## config.mk

```make
export PLATFORM = sky130hd
export DESIGN_NAME = linear_congruential_noise_flat
export DESIGN_NICKNAME = d
export VERILOG_FILES = /design/src/rtl/lcn_pkg.sv /design/src/rtl/lcn_if.sv /design/src/rtl/linear_congruential_noise.sv /design/src/flat_wrapper.sv
export SDC_FILE = /design/constraint.sdc
export NUM_CORES = 1
export LEC_CHECK = 0
export ABC_AREA = 0
export ABC_CLOCK_PERIOD_IN_PS = 11200
export BUFFER_PORTS_ARGS = -buffer_cell sky130_fd_sc_hd__buf_4
export CAP_MARGIN = 20
export CORE_AREA = 10 10 186 258
export CTS_CLUSTER_SIZE = 28
export DETAILED_ROUTE_END_ITERATION = 16
export DIE_AREA = 0 0 196 268
export MAX_ROUTING_LAYER = met4
export PLACE_DENSITY_LB_ADDON = 0.12
export SYNTH_ARGS = -nofsm -noshare
export SYNTH_HDL_FRONTEND = slang
export SYNTH_SLANG_ARGS = --single-unit
```

## constraint.sdc

```tcl
create_clock -name clk -period 11.2 [get_ports clk]
set_clock_uncertainty 0.15 [all_clocks]
set_input_delay 0.56 -clock clk [delete_from_list [all_inputs] [get_ports clk]]
set_output_delay 0.56 -clock clk [all_outputs]
set_load 0.1 [all_outputs]
```

## src/rtl/lcn_pkg.sv

```systemverilog
// Shared constants and codes for the linear congruential noise generator.
`default_nettype none
package lcn_pkg;

  localparam int SEED_W    = 32;
  localparam int OUT_W     = 32;
  localparam int CFG_IDX_W = 2;
  localparam int DIGIT_W   = 8;

  localparam logic [63:0] DEFAULT_MUL = 64'd65539;

  localparam logic KIND_TICK = 1'b0;
  localparam logic KIND_LOAD = 1'b1;

  localparam logic [CFG_IDX_W-1:0] REG_MULT = 2'd0;
  localparam logic [CFG_IDX_W-1:0] REG_INCR = 2'd1;
  localparam logic [CFG_IDX_W-1:0] REG_MOD  = 2'd2;

endpackage
`default_nettype wire

```

## src/rtl/lcn_if.sv

```systemverilog
// Valid/ready channel interfaces for generator commands and generated values.
`default_nettype none
interface lcn_in_if;
  logic                       valid;
  logic                       ready;
  logic                       kind;
  logic [lcn_pkg::SEED_W-1:0] seed_value;

  modport source (output valid, output kind, output seed_value, input ready);
  modport sink   (input valid, input kind, input seed_value, output ready);
endinterface

interface lcn_out_if;
  logic                      valid;
  logic                      ready;
  logic [lcn_pkg::OUT_W-1:0] next_value;

  modport source (output valid, output next_value, input ready);
  modport sink   (input valid, input next_value, output ready);
endinterface
`default_nettype wire

```

## src/rtl/linear_congruential_noise.sv

```systemverilog
// Linear congruential noise generator with a shared multiply and remainder datapath.
// A tick runs a digit-serial multiply-add (ST_MUL), a reduce step (ST_REDUCE), a bit-serial
// remainder (ST_DIV) and an emit step (ST_EMIT); a zero or power-of-two modulus skips ST_DIV.
// Commands are taken only in ST_IDLE: no tick starts until the last result is issued.
// A load sets the seed and emits nothing; an untaken result holds the next tick in ST_EMIT.
// Synchronous active-low reset: state 1, multiplier 65539, increment and modulus 0.
`default_nettype none
module linear_congruential_noise #(
  parameter int WORD_WIDTH = 32
) (
  input  wire                                  clk,
  input  wire                                  rst_n,
  lcn_in_if.sink                               in_chan,
  lcn_out_if.source                            out_chan,
  input  wire                                  cfg_we,
  input  wire  [lcn_pkg::CFG_IDX_W-1:0]        cfg_index,
  input  wire  [WORD_WIDTH-1:0]                cfg_wdata
);

  localparam int DIGITS = (WORD_WIDTH + lcn_pkg::DIGIT_W - 1) / lcn_pkg::DIGIT_W;
  localparam int CNT_W  = $clog2(WORD_WIDTH);
  localparam int PROD_W = WORD_WIDTH + lcn_pkg::DIGIT_W;

  typedef enum logic [2:0] {
    ST_IDLE,
    ST_MUL,
    ST_REDUCE,
    ST_DIV,
    ST_EMIT
  } state_t;

  state_t                     st_r;
  logic [WORD_WIDTH-1:0]      mul_r;
  logic [WORD_WIDTH-1:0]      inc_r;
  logic [WORD_WIDTH-1:0]      mod_r;
  logic [WORD_WIDTH-1:0]      seed_r;
  logic [WORD_WIDTH-1:0]      acc_r;
  logic [WORD_WIDTH-1:0]      mcand_r;
  logic [WORD_WIDTH-1:0]      mplier_r;
  logic [WORD_WIDTH-1:0]      rem_r;
  logic [WORD_WIDTH-1:0]      res_r;
  logic [CNT_W-1:0]           cnt_r;
  logic                       out_valid_r;
  logic [lcn_pkg::OUT_W-1:0]  out_data_r;

  logic [PROD_W-1:0]          prod;
  logic [WORD_WIDTH:0]        trial;
  logic [WORD_WIDTH-1:0]      rem_nxt;
  logic [WORD_WIDTH-1:0]      mod_m1;
  logic                       mod_pow2;
  logic                       in_xfer;
  logic                       emit_go;

  assign in_chan.ready       = (st_r == ST_IDLE);
  assign in_xfer             = in_chan.valid && in_chan.ready;
  assign out_chan.valid      = out_valid_r;
  assign out_chan.next_value = out_data_r;
  assign emit_go             = (st_r == ST_EMIT) && (!out_valid_r || out_chan.ready);

  assign prod     = PROD_W'(mcand_r) * PROD_W'(mplier_r[lcn_pkg::DIGIT_W-1:0]);
  assign trial    = {rem_r, acc_r[WORD_WIDTH-1]};
  assign rem_nxt  = (trial >= {1'b0, mod_r}) ? WORD_WIDTH'(trial - {1'b0, mod_r})
                                             : trial[WORD_WIDTH-1:0];
  assign mod_m1   = mod_r - WORD_WIDTH'(1);
  assign mod_pow2 = ((mod_r & mod_m1) == '0);

  always_ff @(posedge clk) begin
    if (!rst_n) begin
      mul_r <= WORD_WIDTH'(lcn_pkg::DEFAULT_MUL);
      inc_r <= '0;
      mod_r <= '0;
    end else if (cfg_we) begin
      unique case (cfg_index)
        lcn_pkg::REG_MULT: mul_r <= cfg_wdata;
        lcn_pkg::REG_INCR: inc_r <= cfg_wdata;
        lcn_pkg::REG_MOD:  mod_r <= cfg_wdata;
        default: ;
      endcase
    end
  end

  always_ff @(posedge clk) begin
    if (!rst_n) begin
      st_r        <= ST_IDLE;
      seed_r      <= WORD_WIDTH'(1);
      out_valid_r <= 1'b0;
    end else begin
      if (emit_go) begin
        out_valid_r <= 1'b1;
      end else if (out_valid_r && out_chan.ready) begin
        out_valid_r <= 1'b0;
      end
      unique case (st_r)
        ST_IDLE: begin
          if (in_xfer) begin
            if (in_chan.kind == lcn_pkg::KIND_LOAD) begin
              seed_r <= WORD_WIDTH'(in_chan.seed_value);
            end else begin
              acc_r    <= inc_r;
              mcand_r  <= seed_r;
              mplier_r <= mul_r;
              cnt_r    <= CNT_W'(DIGITS - 1);
              st_r     <= ST_MUL;
            end
          end
        end
        ST_MUL: begin
          acc_r    <= acc_r + prod[WORD_WIDTH-1:0];
          mcand_r  <= mcand_r << lcn_pkg::DIGIT_W;
          mplier_r <= mplier_r >> lcn_pkg::DIGIT_W;
          cnt_r    <= cnt_r - CNT_W'(1);
          if (cnt_r == '0) begin
            st_r <= ST_REDUCE;
          end
        end
        ST_REDUCE: begin
          if (mod_r == '0) begin
            res_r <= acc_r;
            st_r  <= ST_EMIT;
          end else if (mod_pow2) begin
            res_r <= acc_r & mod_m1;
            st_r  <= ST_EMIT;
          end else begin
            rem_r <= '0;
            cnt_r <= CNT_W'(WORD_WIDTH - 1);
            st_r  <= ST_DIV;
          end
        end
        ST_DIV: begin
          rem_r <= rem_nxt;
          acc_r <= acc_r << 1;
          cnt_r <= cnt_r - CNT_W'(1);
          if (cnt_r == '0) begin
            res_r <= rem_nxt;
            st_r  <= ST_EMIT;
          end
        end
        ST_EMIT: begin
          if (emit_go) begin
            out_data_r <= lcn_pkg::OUT_W'(res_r);
            seed_r     <= res_r;
            st_r       <= ST_IDLE;
          end
        end
        default: st_r <= ST_IDLE;
      endcase
    end
  end

endmodule
`default_nettype wire

```

## src/flat_wrapper.sv

```systemverilog
// flat-port wrapper written by rule: the top's interface ports become plain ports
module linear_congruential_noise_flat 
#(
  parameter int WORD_WIDTH = 32
)
  (clk, rst_n, cfg_we, cfg_index, cfg_wdata, in_chan_valid, in_chan_kind, in_chan_seed_value, in_chan_ready, out_chan_valid, out_chan_next_value, out_chan_ready);
  lcn_in_if in_chan_i ();
  lcn_out_if out_chan_i ();
  input  wire clk;
  input  wire rst_n;
  input  wire cfg_we;
  input  wire  [lcn_pkg::CFG_IDX_W-1:0] cfg_index;
  input  wire  [WORD_WIDTH-1:0] cfg_wdata;
  input wire logic [$bits(in_chan_i.valid)-1:0] in_chan_valid;
  input wire logic [$bits(in_chan_i.kind)-1:0] in_chan_kind;
  input wire logic [$bits(in_chan_i.seed_value)-1:0] in_chan_seed_value;
  output wire logic [$bits(in_chan_i.ready)-1:0] in_chan_ready;
  output wire logic [$bits(out_chan_i.valid)-1:0] out_chan_valid;
  output wire logic [$bits(out_chan_i.next_value)-1:0] out_chan_next_value;
  input wire logic [$bits(out_chan_i.ready)-1:0] out_chan_ready;
  assign in_chan_i.valid = in_chan_valid;
  assign in_chan_i.kind = in_chan_kind;
  assign in_chan_i.seed_value = in_chan_seed_value;
  assign in_chan_ready = in_chan_i.ready;
  assign out_chan_valid = out_chan_i.valid;
  assign out_chan_next_value = out_chan_i.next_value;
  assign out_chan_i.ready = out_chan_ready;
  linear_congruential_noise #(.WORD_WIDTH(WORD_WIDTH)) u_core (.clk(clk), .rst_n(rst_n), .in_chan(in_chan_i), .out_chan(out_chan_i), .cfg_we(cfg_we), .cfg_index(cfg_index), .cfg_wdata(cfg_wdata));
endmodule
```

== Word-level counts from Yosys, hierarchy flattened ==
Cells that the tools add are included.

* Add/sub/neg operators: 4
* Multipliers: 1
* $lt $le $gt $ge: 1
* Eq/ne operators: 15
* Muxes and demuxes: 36
* Bitwise gates (word level): 2
* Reduce and logical (&&, ||, !) cells: 28

{| class="wikitable"
|+ Operator list
! operator !! number
|-
| 2-to-1 mux 32 bit || 15
|-
| case mux 32 bit (2 select lines) || 5
|-
| case mux 32 bit (3 select lines) || 1
|-
| bitwise AND 32 bit || 2
|-
| zero test 32 bit || 2
|-
| >= comparator 33 x 32 -> 1 bit || 1
|-
| adder 32 bit || 1
|-
| multiplier 32 x 8 -> 32 bit || 1
|-
| subtractor 32 x 1 -> 32 bit (second input constant) || 1
|-
| subtractor 32 bit || 1
|-
| 2-to-1 mux 3 bit || 7
|-
| 2-to-1 mux 5 bit || 4
|-
| AND reduction 4 bit || 5
|-
| case mux 3 bit (5 select lines) || 1
|-
| case mux 5 bit (3 select lines) || 1
|-
| inequality test 2 bit (second input constant) || 5
|-
| nonzero test 2 bit || 4
|-
| == test 3 x 2 -> 1 bit (second input constant) || 2
|-
| inequality test 2 x 1 -> 1 bit (second input constant) || 3
|-
| AND reduction 2 bit || 3
|-
| AND reduction 6 bit || 1
|-
| nonzero test 3 bit || 2
|-
| zero test 5 bit || 1
|-
| AND reduction 5 bit || 1
|-
| 14 further kinds || 17
|}

* Flip-flop bits (word level): 329
* Bits of input ports: 72
* Output and inout port bits: 34
* Word-level logic and storage cells: 100

== Depth between registers and ports, before layout ==
Gate-level depths: netlist of the first run.

* Depth in word-level cells: 6
* Gate-level depth with buffers: 20
* Depth with buffers taken out: 19

== Least setup slack after synthesis of the first run ==
OpenSTA, ideal clock, no wires.

* Path type: register to register
* Start: reg u_core.mod_r[2]
* End: reg u_core.res_r[0], enable pin
* Library setup time: 0.461 ns
* Data arrival time: 4.924 ns
* Required time: 10.589 ns
* Slack: 5.665 ns
* Cell stages (with the launch flop): 17
* Buffers on the path: 1
* Clock period less this slack: 5.535 ns
* Cell sequence: dfxtp_1 inv_1 nand4_1 nor2_1 nand2_1 nor3_1 and2_1 clkbuf_1 nand2_1 nand4b_1 or3_1 ha_1 nor4_1 nand4_1 nor2_1 nor3b_1 nor3_1

* Cells in the longest elaborated chain, start to end: 5
* Elaborated cells between the ends (all ways): 6
* Those cells by class: 1 x add/sub; 1 x eq/ne; 1 x bitwise; 3 x reduce/logical

{| class="wikitable"
|+ Ends and longest elaborated chain
! item !! RTL line !! text
|-
| start, declared || linear_congruential_noise.sv:35 || <nowiki>logic [WORD_WIDTH-1:0] mod_r;</nowiki>
|-
| start signal, assigned || linear_congruential_noise.sv:76 || <nowiki>lcn_pkg::REG_MOD: mod_r <= cfg_wdata;</nowiki>
|-
| subtractor 32 x 1 -> 32 bit || linear_congruential_noise.sv:64 || <nowiki>assign mod_m1 = mod_r - WORD_WIDTH'(1);</nowiki>
|-
| bitwise AND 32 bit || linear_congruential_noise.sv:65 || <nowiki>assign mod_pow2 = ((mod_r & mod_m1) == '0);</nowiki>
|-
| zero test 32 bit || linear_congruential_noise.sv:65 ||
|-
| inequality test 3 x 1 -> 1 bit (no line) * || - ||
|-
| AND reduction 4 bit (no line) * || - ||
|-
| end signal, assigned || linear_congruential_noise.sv:118 || <nowiki>res_r <= acc_r;</nowiki>
|-
| end signal, assigned || linear_congruential_noise.sv:121 || <nowiki>res_r <= acc_r & mod_m1;</nowiki>
|-
| end signal, assigned || linear_congruential_noise.sv:134 || <nowiki>res_r <= rem_nxt;</nowiki>
|-
| end, declared || linear_congruential_noise.sv:41 || <nowiki>logic [WORD_WIDTH-1:0] res_r;</nowiki>
|}

Mark *: on every way between the ends. The rest lies on a longest branch, timed or not.
A chain may end at the register's enable or synchronous reset.

== Final worst setup path of the first run ==
* Start: reg u_core.mplier_r[3]
* End: reg u_core.acc_r[31] (data pin)

* Cells in the longest elaborated chain, start to end: 3

{| class="wikitable"
|+ Ends and longest elaborated chain
! item !! RTL line !! text
|-
| start, declared || linear_congruential_noise.sv:39 || <nowiki>logic [WORD_WIDTH-1:0] mplier_r;</nowiki>
|-
| start signal, assigned || linear_congruential_noise.sv:101 || <nowiki>mplier_r <= mul_r;</nowiki>
|-
| start signal, assigned || linear_congruential_noise.sv:110 || <nowiki>mplier_r <= mplier_r >> lcn_pkg::DIGIT_W;</nowiki>
|-
| multiplier 32 x 8 -> 32 bit || linear_congruential_noise.sv:60 || <nowiki>assign prod = PROD_W'(mcand_r) * PROD_W'(mplier_r[lcn_pkg::DIGIT_W-1:0]);</nowiki>
|-
| adder 32 bit || linear_congruential_noise.sv:108 || <nowiki>acc_r <= acc_r + prod[WORD_WIDTH-1:0];</nowiki>
|-
| case mux 32 bit (3 select lines) || linear_congruential_noise.sv:93 || <nowiki>unique case (st_r)</nowiki>
|-
| end signal, assigned || linear_congruential_noise.sv:99 || <nowiki>acc_r <= inc_r;</nowiki>
|-
| end signal, assigned || linear_congruential_noise.sv:108 ||
|-
| end signal, assigned || linear_congruential_noise.sv:131 || <nowiki>acc_r <= acc_r << 1;</nowiki>
|-
| end, declared || linear_congruential_noise.sv:37 || <nowiki>logic [WORD_WIDTH-1:0] acc_r;</nowiki>
|}

No other way between the ends.

==> results of run 1 <==
==> worst max-delay path: cells and delay by family (launching register included) <==
family / cells / cell delay [ns]
buffers and inverters: 2 / 0.11
AOI/OAI and AO/OA: 6 / 1.46
DFF: 1 / 1.04
adders and majority gates: 5 / 2.37
xor gates and xnor gates: 1 / 0.14
and+or+nand+nor: 3 / 0.59
==> worst min path at each step <==
| stage | from | endpoint | slack [ns] | depth (start not counted) |
|---|---|---|---|---|
| after floorplan | u_core.res_r[0] | u_core.out_chan.next_value[0] | 0.28 | 0 |
| after global placement | u_core.res_r[3] | u_core.out_chan.next_value[3] | 0.28 | 0 |
| after detailed placement | u_core.res_r[8] | u_core.out_chan.next_value[8] | 0.28 | 0 |
| after CTS | in_chan_seed_value[4] | u_core.seed_r[4] | 0.11 | 3 |
| after global routing | cfg_wdata[30] | u_core.mul_r[30] | 0.12 | 3 |
| final | in_chan_seed_value[4] | u_core.seed_r[4] | 0.12 | 3 |
==> flip-flops by register name, summed over array words and instances, names as in the netlist <==
register / count
u_core.res_r: 32
u_core.out_chan.valid: 1
u_core.inc_r: 32
u_core.mod_r: 32
u_core.st_r: 3
u_core.mcand_r: 32
u_core.out_chan.next_value: 32
u_core.acc_r: 32
u_core.seed_r: 32
u_core.mplier_r: 32
u_core.rem_r: 32
u_core.mul_r: 32
u_core.cnt_r: 5
==> kinds of logic (layout without fill, tap and decap cells) <==
logic type / Yosys count / after routing / share of synthesized area (%)
AO/OA/AOI/OAI: 432 / 432 / 11.3
XOR/XNOR: 60 / 60 / 2.23
adder cells (fa/ha/maj): 295 / 295 / 21.7
buffers and inverters: 414 / 474 / 6.75
flip-flops: 329 / 329 / 36.4
multiplexers: 79 / 79 / 3.62
AND/OR/NAND/NOR: 904 / 904 / 18.0
==> layout by cell type, fill, tap and decap left out, types with 8 or more instances in the layout <==
master	instances
sky130_fd_sc_hd__a211oi_1	16
sky130_fd_sc_hd__a21boi_0	8
sky130_fd_sc_hd__a21o_1	33
sky130_fd_sc_hd__a21oi_1	179
sky130_fd_sc_hd__a311oi_1	32
sky130_fd_sc_hd__a31oi_1	8
sky130_fd_sc_hd__and2_1	169
sky130_fd_sc_hd__and3_1	17
sky130_fd_sc_hd__buf_4	125
sky130_fd_sc_hd__clkbuf_16	34
sky130_fd_sc_hd__dfxtp_1	131
sky130_fd_sc_hd__edfxtp_1	197
sky130_fd_sc_hd__fa_1	187
sky130_fd_sc_hd__ha_1	108
sky130_fd_sc_hd__inv_1	290
sky130_fd_sc_hd__mux2_2	48
sky130_fd_sc_hd__mux2i_1	31
sky130_fd_sc_hd__nand2_1	437
sky130_fd_sc_hd__nand2b_1	9
sky130_fd_sc_hd__nand3_1	48
sky130_fd_sc_hd__nand4_1	23
sky130_fd_sc_hd__nor2_1	113
sky130_fd_sc_hd__nor3_1	25
sky130_fd_sc_hd__nor4_1	14
sky130_fd_sc_hd__o21a_1	12
sky130_fd_sc_hd__o21ai_0	94
sky130_fd_sc_hd__xnor2_1	38
sky130_fd_sc_hd__xor2_1	22
==> area by class of cell <==
| cell class | instances | share of cell area (%) |
|---|---|---|
| timing repair buffer | 127 | 3.81 |
| sequential | 329 | 33.2 |
| clock inverter | 12 | 0.389 |
| tap | 552 | 2.68 |
| clock buffer | 44 | 3.57 |
| inverter | 291 | 4.25 |
| multi-input combinational | 1770 | 52.1 |
==> per-layer routing <==
layer | GRT usage, % | up-vias | part of all wire (%)
met5 | - | - | 0
met4 | 13.6 | 0 | 5.8
met3 | 2.17 | 168 | 4.3
met2 | 46.7 | 512 | 51
met1 | 31.2 | 9068 | 39
li1 | - | 8432 | -
==> per-stage QoR <==
step	hold WS [ns]	instances	area (um2)	utilization, %	worst slack (ns)
5_1_grt	0.119	3125	25800	59.9	4.62
6_report	0.119	3125	25800	59.9	5.04
3_3_place_gp	0.281	3067	24700	57.4	4.87
2_1_floorplan	0.276	2513	23500	-	5.67
3_5_place_dp	0.284	3069	24700	57.5	5.12
4_1_cts	0.106	3125	25800	59.9	5.08
==> impl_metrics.prom, run 1 <==
# TYPE chip_impl_metric gauge
chip_impl_metric{name="postSynthCellCount",unit=""} 2513
chip_impl_info{name="crit_path_launch_type",value="flip-flop"} 1
chip_impl_info{name="critical_path.startpoint",value="u_core.mplier_r[3]"} 1
chip_impl_metric{name="mappedNetlistArea",unit="um2"} 23500
chip_impl_info{name="rr_endpoint",value="u_core.acc_r[31]"} 1
chip_impl_metric{name="post_drt_via_cell_ratio",unit=""} 5.82
chip_impl_info{name="netlist_top_cells_area",value="sky130_fd_sc_hd__edfxtp_1 (25%), sky130_fd_sc_hd__fa_1 (16%), sky130_fd_sc_hd__dfxtp_1 (11%), sky130_fd_sc_hd__nand2_1 (7.0%), sky130_fd_sc_hd__ha_1 (5.7%)"} 1
chip_impl_metric{name="clock_insertion_delay_worst_skew",unit="ns"} 0.58
chip_impl_info{name="crit_slowest_cell",value="sky130_fd_sc_hd__edfxtp_1"} 1
chip_impl_metric{name="seqCellArea",unit="um2"} 8560
chip_impl_info{name="hold_class",value="input pin to flip-flop"} 1
chip_impl_metric{name="place.detailed.hpwl",unit="um"} 53600
chip_impl_metric{name="cts.sinks",unit=""} 329
chip_impl_metric{name="boundaryPins",unit=""} 106
chip_impl_metric{name="critPathRequiredTime",unit="ns"} 11.34
chip_impl_metric{name="critical_path_arrival",unit="ns"} 6.30
chip_impl_info{name="cts_tree",value="yes"} 1
chip_impl_metric{name="coreArea",unit="um2"} 43000
chip_impl_metric{name="floorplan.die.height",unit="um"} 268
chip_impl_metric{name="fill_cells",unit=""} 3813
chip_impl_metric{name="hold_viol_final",unit=""} 0
chip_impl_metric{name="vias",unit=""} 18180
chip_impl_metric{name="die_width",unit="um"} 196
chip_impl_metric{name="syn_to_final_growth",unit="%"} 9.53
chip_impl_metric{name="synth.avg_cell_area",unit="um2"} 9.36
chip_impl_metric{name="synth-seq-cells",unit=""} 329
chip_impl_metric{name="timing.max_cap.violations",unit=""} 0
chip_impl_metric{name="post-route-period-util",unit="%"} 55.0
chip_impl_metric{name="finalSetupViolCount",unit=""} 0
chip_impl_metric{name="diodes",unit=""} 0
chip_impl_metric{name="gp_congestion",unit=""} 1.01
chip_impl_metric{name="drt_pass1_iterations",unit=""} 5
chip_impl_metric{name="footprint_of_the_multi_input_gates",unit="um2"} 13400
chip_impl_metric{name="async_flop_share",unit="%"} 0
chip_impl_metric{name="first_global_vias",unit=""} 18962
chip_impl_metric{name="cts_resized",unit=""} 0
chip_impl_info{name="crit_path_end_kind",value="flip-flop"} 1
chip_impl_info{name="rsz_0062_raised_after_global_routing",value="no"} 1
chip_impl_metric{name="worst_path_largest_cell_delay",unit="ns"} 1.04
chip_impl_metric{name="timing.fmax",unit="MHz"} 162
chip_impl_metric{name="maximum_number_of_pins_on_one_net_before_global_route_repair",unit=""} 87
chip_impl_info{name="synth_largest_area_cell",value="sky130_fd_sc_hd__edfxtp_1"} 1
chip_impl_metric{name="grt_overflow",unit=""} 0
chip_impl_metric{name="drtIter0Drc",unit=""} 1295
chip_impl_metric{name="period_minus_slack",unit="ns"} 6.16
chip_impl_metric{name="cts_hold_repair.buffers",unit=""} 0
chip_impl_metric{name="grt_first_pass_wirelength",unit="um"} 108000
chip_impl_info{name="path_common_cell",value="sky130_fd_sc_hd__fa_1"} 1
chip_impl_metric{name="routed_wirelength",unit="um"} 69500
chip_impl_metric{name="crit_path_max_fanout",unit=""} 29
chip_impl_metric{name="edff_count_synth",unit=""} 197
chip_impl_metric{name="timing_worst_slew_pin_value",unit="ns"} 1.02
chip_impl_info{name="run_status",value="completed"} 1
chip_impl_metric{name="initial_cell_density_of_the_core",unit="%"} 54.7
chip_impl_metric{name="synth.lib_cells_used.distinct",unit=""} 74
chip_impl_metric{name="clk_pin_slew_worst_paths",unit="ns"} 0.07
chip_impl_metric{name="cts_setup_buffers",unit=""} 0
chip_impl_metric{name="numCtsBuffers",unit=""} 30
chip_impl_metric{name="route.antenna.remaining_nets",unit=""} 0
chip_impl_info{name="synth_ff_type",value="sky130_fd_sc_hd__edfxtp_1"} 1
chip_impl_metric{name="synth_top_area_share",unit="%"} 25.2
chip_impl_metric{name="grt_usage",unit="%"} 27.0
chip_impl_metric{name="slack_of_the_worst_reg_to_reg_path",unit="ns"} 5.04
chip_impl_metric{name="num_rows",unit=""} 90
chip_impl_metric{name="synth-seq-area-share",unit="%"} 36.4
chip_impl_metric{name="worst-r2r-cell-count",unit=""} 17
chip_impl_metric{name="antenna_found_initial",unit=""} 0
chip_impl_metric{name="yosys_warnings",unit=""} 0
chip_impl_info{name="timing.critical_path.cells",value="and2_1 -> fa_1 -> fa_1 -> fa_1 -> inv_1 -> fa_1 -> inv_1 -> ha_1 -> a211oi_1 -> nor2_1 -> nor3_1 -> a21oi_1 -> o41ai_1 -> o21ai_0 -> a31oi_1 -> xnor2_1 -> o22ai_1"} 1
chip_impl_metric{name="ctsLongestPathBuffers",unit=""} 3
chip_impl_info{name="timing.rr.start",value="u_core.mplier_r[3]"} 1
chip_impl_metric{name="wl_per_cell",unit="um"} 22.2
chip_impl_metric{name="floorplan.die_area",unit="um2"} 52500
chip_impl_metric{name="design.final.nets",unit=""} 2916
chip_impl_info{name="synth_most_common_cell",value="sky130_fd_sc_hd__nand2_1"} 1
chip_impl_metric{name="timing.final.max_slew_violations",unit=""} 0
chip_impl_info{name="synth_commonest_cells",value="sky130_fd_sc_hd__nand2_1 (438), sky130_fd_sc_hd__inv_1 (291), sky130_fd_sc_hd__edfxtp_1 (197)"} 1
chip_impl_metric{name="fin_tns_setup",unit="ns"} 0
chip_impl_metric{name="place.port_buffers",unit=""} 105
chip_impl_metric{name="synthesis.nets",unit=""} 2880
chip_impl_metric{name="share_of_layout_cells_above_drive_strength_1",unit="%"} 10.1
chip_impl_info{name="ctsRootBufferMaster",value="sky130_fd_sc_hd__clkbuf_16"} 1
chip_impl_metric{name="max-slew-margin-rel",unit="%"} 30.5
chip_impl_info{name="timing_worst_setup_path_type",value="flip-flop to flip-flop"} 1
chip_impl_metric{name="htreeDepth",unit=""} 1
chip_impl_metric{name="drc_errors",unit=""} 0
chip_impl_info{name="critical_path.endpoint",value="u_core.acc_r[31]"} 1
Power of run 1 is left out: the tool's default activity adds up to more than one toggle a clock period on the data nets, which glitch-free logic cannot reach.
==> run 2, diff against run 1 <==
ABC_AREA = 1   (was 0)
ABC_CLOCK_PERIOD_IN_PS = 5400   (was 11200)
CORE_AREA = 10 10 193 267   (was 10 10 186 258)
DIE_AREA = 0 0 203 277   (was 0 0 196 268)
clock period = 5.4 ns   (was 11.2 ns; I/O delays follow)
==> run 2 against run 1 <==
Compared with the run above: first-iteration DRC count is 45% higher; maximum frequency is 21% higher; routed wire length is 21% higher; worst setup slack worse by 4.7 ns; global-route usage is 3.6 points higher; cell area is 12% higher.
==> impl_metrics.prom, run 2 <==
# TYPE chip_impl_metric gauge
chip_impl_info{name="run_status",value="completed"} 1
chip_impl_metric{name="synth-seq-cells",unit=""} 329
chip_impl_info{name="rsz_0062_raised_after_global_routing",value="no"} 1
chip_impl_metric{name="maximum_number_of_pins_on_one_net_before_global_route_repair",unit=""} 108
chip_impl_info{name="netlist_top_cells_area",value="sky130_fd_sc_hd__edfxtp_1 (23%), sky130_fd_sc_hd__fa_1 (15%), sky130_fd_sc_hd__nand2_1 (15%), sky130_fd_sc_hd__dfxtp_1 (10%), sky130_fd_sc_hd__inv_1 (10%)"} 1
chip_impl_metric{name="gp_congestion",unit=""} 0.994
chip_impl_metric{name="timing.fmax",unit="MHz"} 196
chip_impl_info{name="hold_class",value="input pin to flip-flop"} 1
chip_impl_metric{name="route.antenna.remaining_nets",unit=""} 0
chip_impl_metric{name="synth.avg_cell_area",unit="um2"} 7.51
chip_impl_metric{name="initial_cell_density_of_the_core",unit="%"} 54.2
chip_impl_metric{name="syn_to_final_growth",unit="%"} 14.3
chip_impl_metric{name="vias",unit=""} 22399
chip_impl_info{name="crit_path_end_kind",value="flip-flop"} 1
chip_impl_metric{name="yosys_warnings",unit=""} 0
chip_impl_metric{name="critPathRequiredTime",unit="ns"} 5.56
chip_impl_metric{name="htreeDepth",unit=""} 2
chip_impl_metric{name="grt_usage",unit="%"} 30.6
chip_impl_metric{name="boundaryPins",unit=""} 106
chip_impl_metric{name="fin_tns_setup",unit="ns"} 0
chip_impl_info{name="ctsRootBufferMaster",value="sky130_fd_sc_hd__clkbuf_16"} 1
chip_impl_metric{name="ctsLongestPathBuffers",unit=""} 3
chip_impl_metric{name="num_rows",unit=""} 94
chip_impl_metric{name="timing_worst_slew_pin_value",unit="ns"} 1.03
chip_impl_metric{name="synth-seq-area-share",unit="%"} 33.8
chip_impl_metric{name="design.final.nets",unit=""} 3870
chip_impl_metric{name="global_route.usage.met3",unit="%"} 2.96
chip_impl_metric{name="synth_top_area_share",unit="%"} 23.4
chip_impl_info{name="timing.critical_path.cells",value="nand2_1 -> fa_1 -> inv_1 -> fa_1 -> fa_1 -> inv_1 -> fa_1 -> inv_1 -> ha_1 -> nand2_1 -> nor2_2 -> o21ai_0 -> nand3_1 -> nand3_1 -> nand3_1 -> nand2_1 -> nand2_1 -> o21bai_1"} 1
chip_impl_metric{name="post-route-period-util",unit="%"} 94.6
chip_impl_info{name="gr-max-usage-layer",value="met2"} 1
chip_impl_metric{name="first_global_vias",unit=""} 23060
chip_impl_info{name="synth_commonest_cells",value="sky130_fd_sc_hd__nand2_1 (986), sky130_fd_sc_hd__inv_1 (697), sky130_fd_sc_hd__nor2_1 (261)"} 1
chip_impl_info{name="leading_cell_type_in_the_layout_fill_and_taps_excluded",value="sky130_fd_sc_hd__nand2_1"} 1
chip_impl_metric{name="floorplan.die_area",unit="um2"} 56200
chip_impl_metric{name="mappedNetlistArea",unit="um2"} 25300
chip_impl_metric{name="antenna_found_initial",unit=""} 3
chip_impl_info{name="synth_largest_area_cell",value="sky130_fd_sc_hd__edfxtp_1"} 1
chip_impl_metric{name="fill_cells",unit=""} 4217
chip_impl_metric{name="worst_path_largest_cell_delay",unit="ns"} 0.63
chip_impl_metric{name="die_width",unit="um"} 203
chip_impl_metric{name="grt_first_pass_wirelength",unit="um"} 129000
chip_impl_metric{name="timing.final.max_slew_violations",unit=""} 0
chip_impl_metric{name="post_layout_nonfiller_instances",unit=""} 4157
chip_impl_metric{name="hold_viol_final",unit=""} 0
chip_impl_metric{name="timing.max_cap.violations",unit=""} 0
chip_impl_metric{name="grt_use_met1",unit="%"} 34.6
chip_impl_metric{name="met2_usage",unit="%"} 53.4
chip_impl_metric{name="drc_errors",unit=""} 0
chip_impl_metric{name="floorplan.die.height",unit="um"} 277
chip_impl_metric{name="drtIter0Drc",unit=""} 1872
chip_impl_info{name="cts_tree",value="yes"} 1
chip_impl_metric{name="post_drt_via_cell_ratio",unit=""} 5.39
chip_impl_info{name="synth_most_common_cell",value="sky130_fd_sc_hd__nand2_1"} 1
chip_impl_metric{name="synth.lib_cells_used.distinct",unit=""} 45
chip_impl_metric{name="max-slew-margin-rel",unit="%"} 31.2
chip_impl_metric{name="place.port_buffers",unit=""} 105
chip_impl_metric{name="critical_path_arrival",unit="ns"} 5.26
chip_impl_metric{name="place.detailed.hpwl",unit="um"} 65600
chip_impl_info{name="timing_worst_setup_path_type",value="flip-flop to flip-flop"} 1
chip_impl_metric{name="grt_overflow",unit=""} 0
chip_impl_metric{name="edff_count_synth",unit=""} 197
chip_impl_metric{name="placed_cells",unit=""} 3996
chip_impl_metric{name="clock_insertion_delay_worst_skew",unit="ns"} 0.56
chip_impl_metric{name="period_minus_slack",unit="ns"} 5.11
chip_impl_metric{name="cts.sinks",unit=""} 329
chip_impl_metric{name="clk_pin_slew_worst_paths",unit="ns"} 0.07
chip_impl_info{name="synth_ff_type",value="sky130_fd_sc_hd__edfxtp_1"} 1
chip_impl_info{name="crit_slowest_cell",value="sky130_fd_sc_hd__edfxtp_1"} 1
chip_impl_metric{name="postSynthCellCount",unit=""} 3365
chip_impl_metric{name="routed_wirelength",unit="um"} 84000
chip_impl_metric{name="coreArea",unit="um2"} 46700
chip_impl_metric{name="drt_pass1_iterations",unit=""} 6
chip_impl_metric{name="synthesis.nets",unit=""} 3732
chip_impl_info{name="mostFrequentLayoutCells",value="sky130_fd_sc_hd__nand2_1 (985), sky130_fd_sc_hd__inv_1 (696), sky130_fd_sc_hd__nor2_1 (255), sky130_fd_sc_hd__edfxtp_1 (197), sky130_fd_sc_hd__fa_1 (187)"} 1
chip_impl_metric{name="async_flop_share",unit="%"} 0
chip_impl_metric{name="crit_path_max_fanout",unit=""} 9
chip_impl_info{name="crit_path_launch_type",value="flip-flop"} 1
chip_impl_metric{name="share_of_layout_cells_above_drive_strength_1",unit="%"} 7.54
chip_impl_metric{name="wl_per_cell",unit="um"} 20.2
chip_impl_metric{name="numCtsBuffers",unit=""} 35
chip_impl_metric{name="fin_worst_hold_slack",unit="ns"} 0.0440
chip_impl_metric{name="finalSetupViolCount",unit=""} 0
run 2: cell count changes in the layout (fill, tap and decap cells not counted), moves of 32 or more:
cell | before | now
sky130_fd_sc_hd__nand3_1 | 48 | 170
sky130_fd_sc_hd__and2_1 | 169 | 6
sky130_fd_sc_hd__o21ai_0 | 94 | 171
sky130_fd_sc_hd__inv_1 | 290 | 696
sky130_fd_sc_hd__nand2_1 | 437 | 985
sky130_fd_sc_hd__dlygate4sd3_1 | 0 | 89
sky130_fd_sc_hd__a311oi_1 | 32 | 0
sky130_fd_sc_hd__nor2_1 | 113 | 255
sky130_fd_sc_hd__a21oi_1 | 179 | 100
sky130_fd_sc_hd__mux2_2 | 48 | 0
run 2: kinds of logic after synthesis:
family	Yosys count	share of synthesized area [%]
adder cells (fa/ha/maj)	295	20.2
flip-flops	329	33.8
AND/OR/NAND/NOR	1525	24.9
AO/OA/AOI/OAI	349	7.52
buffers and inverters	845	12.8
XOR/XNOR	22	0.762
run 2: cell type report:
type | instances | area (um2) | area share [%]
antenna | 4 | 10.0 | 0.0346
timing repair buffer | 235 | 2160 | 7.47
multi-input combinational | 2191 | 13600 | 46.9
tap | 624 | 781 | 2.70
clock buffer | 50 | 1040 | 3.58
inverter | 711 | 2670 | 9.23
sequential | 329 | 8560 | 29.6
clock inverter | 13 | 119 | 0.411
run 2: path summary, 6_finish.rpt:
kind / from / endpoint / slack (ns) / cells after the start
setup / recovery: u_core.mcand_r[11] / u_core.acc_r[28] / 0.29 / 18
hold / removal: rst_n / u_core.seed_r[13] / 0.04 / 3
setup reg to reg: u_core.mcand_r[11] / u_core.acc_r[28] / 0.29 / 18
hold reg to reg: u_core.res_r[31] / u_core.out_chan.next_value[31] / 0.31 / 0
run 2: routing by layer:
| layer | routed length, um | vias up |
|---|---|---|
| li1 | - | 10588 |
| met1 | 31600 | 10801 |
| met2 | 43300 | 820 |
| met3 | 4680 | 190 |
| met4 | 4320 | 0 |
| met5 | 0 | - |
run 2: critical path, delay by kind of cell (launching register included):
family,cells,cell delay (ns)
AOI/OAI and AO/OA,2,0.27
adders and majority gates,5,2.40
buffers and inverters,3,0.16
DFF,1,0.63
and+or+nand+nor,8,1.25
run 2: repair_timing:
action	CTS	global route
resized for setup	0	1
setup endpoints to repair	0	3
hold buffers	89	0
endpoints found under the hold margin	129	0
buffers inserted	0	2
run 2: metrics by stage:
step | instance area [um2] | worst slack (ns) | utilization, %
2_1_floorplan | 25300 | 0.699 | -
3_3_place_gp | 26700 | 0.332 | 57.2
3_5_place_dp | 26800 | 0.279 | 57.3
4_1_cts | 28800 | 0.222 | 61.7
5_1_grt | 28900 | 0.0279 | 61.9
6_report | 28900 | 0.292 | 61.9
Power of run 2 is left out for the same reason.
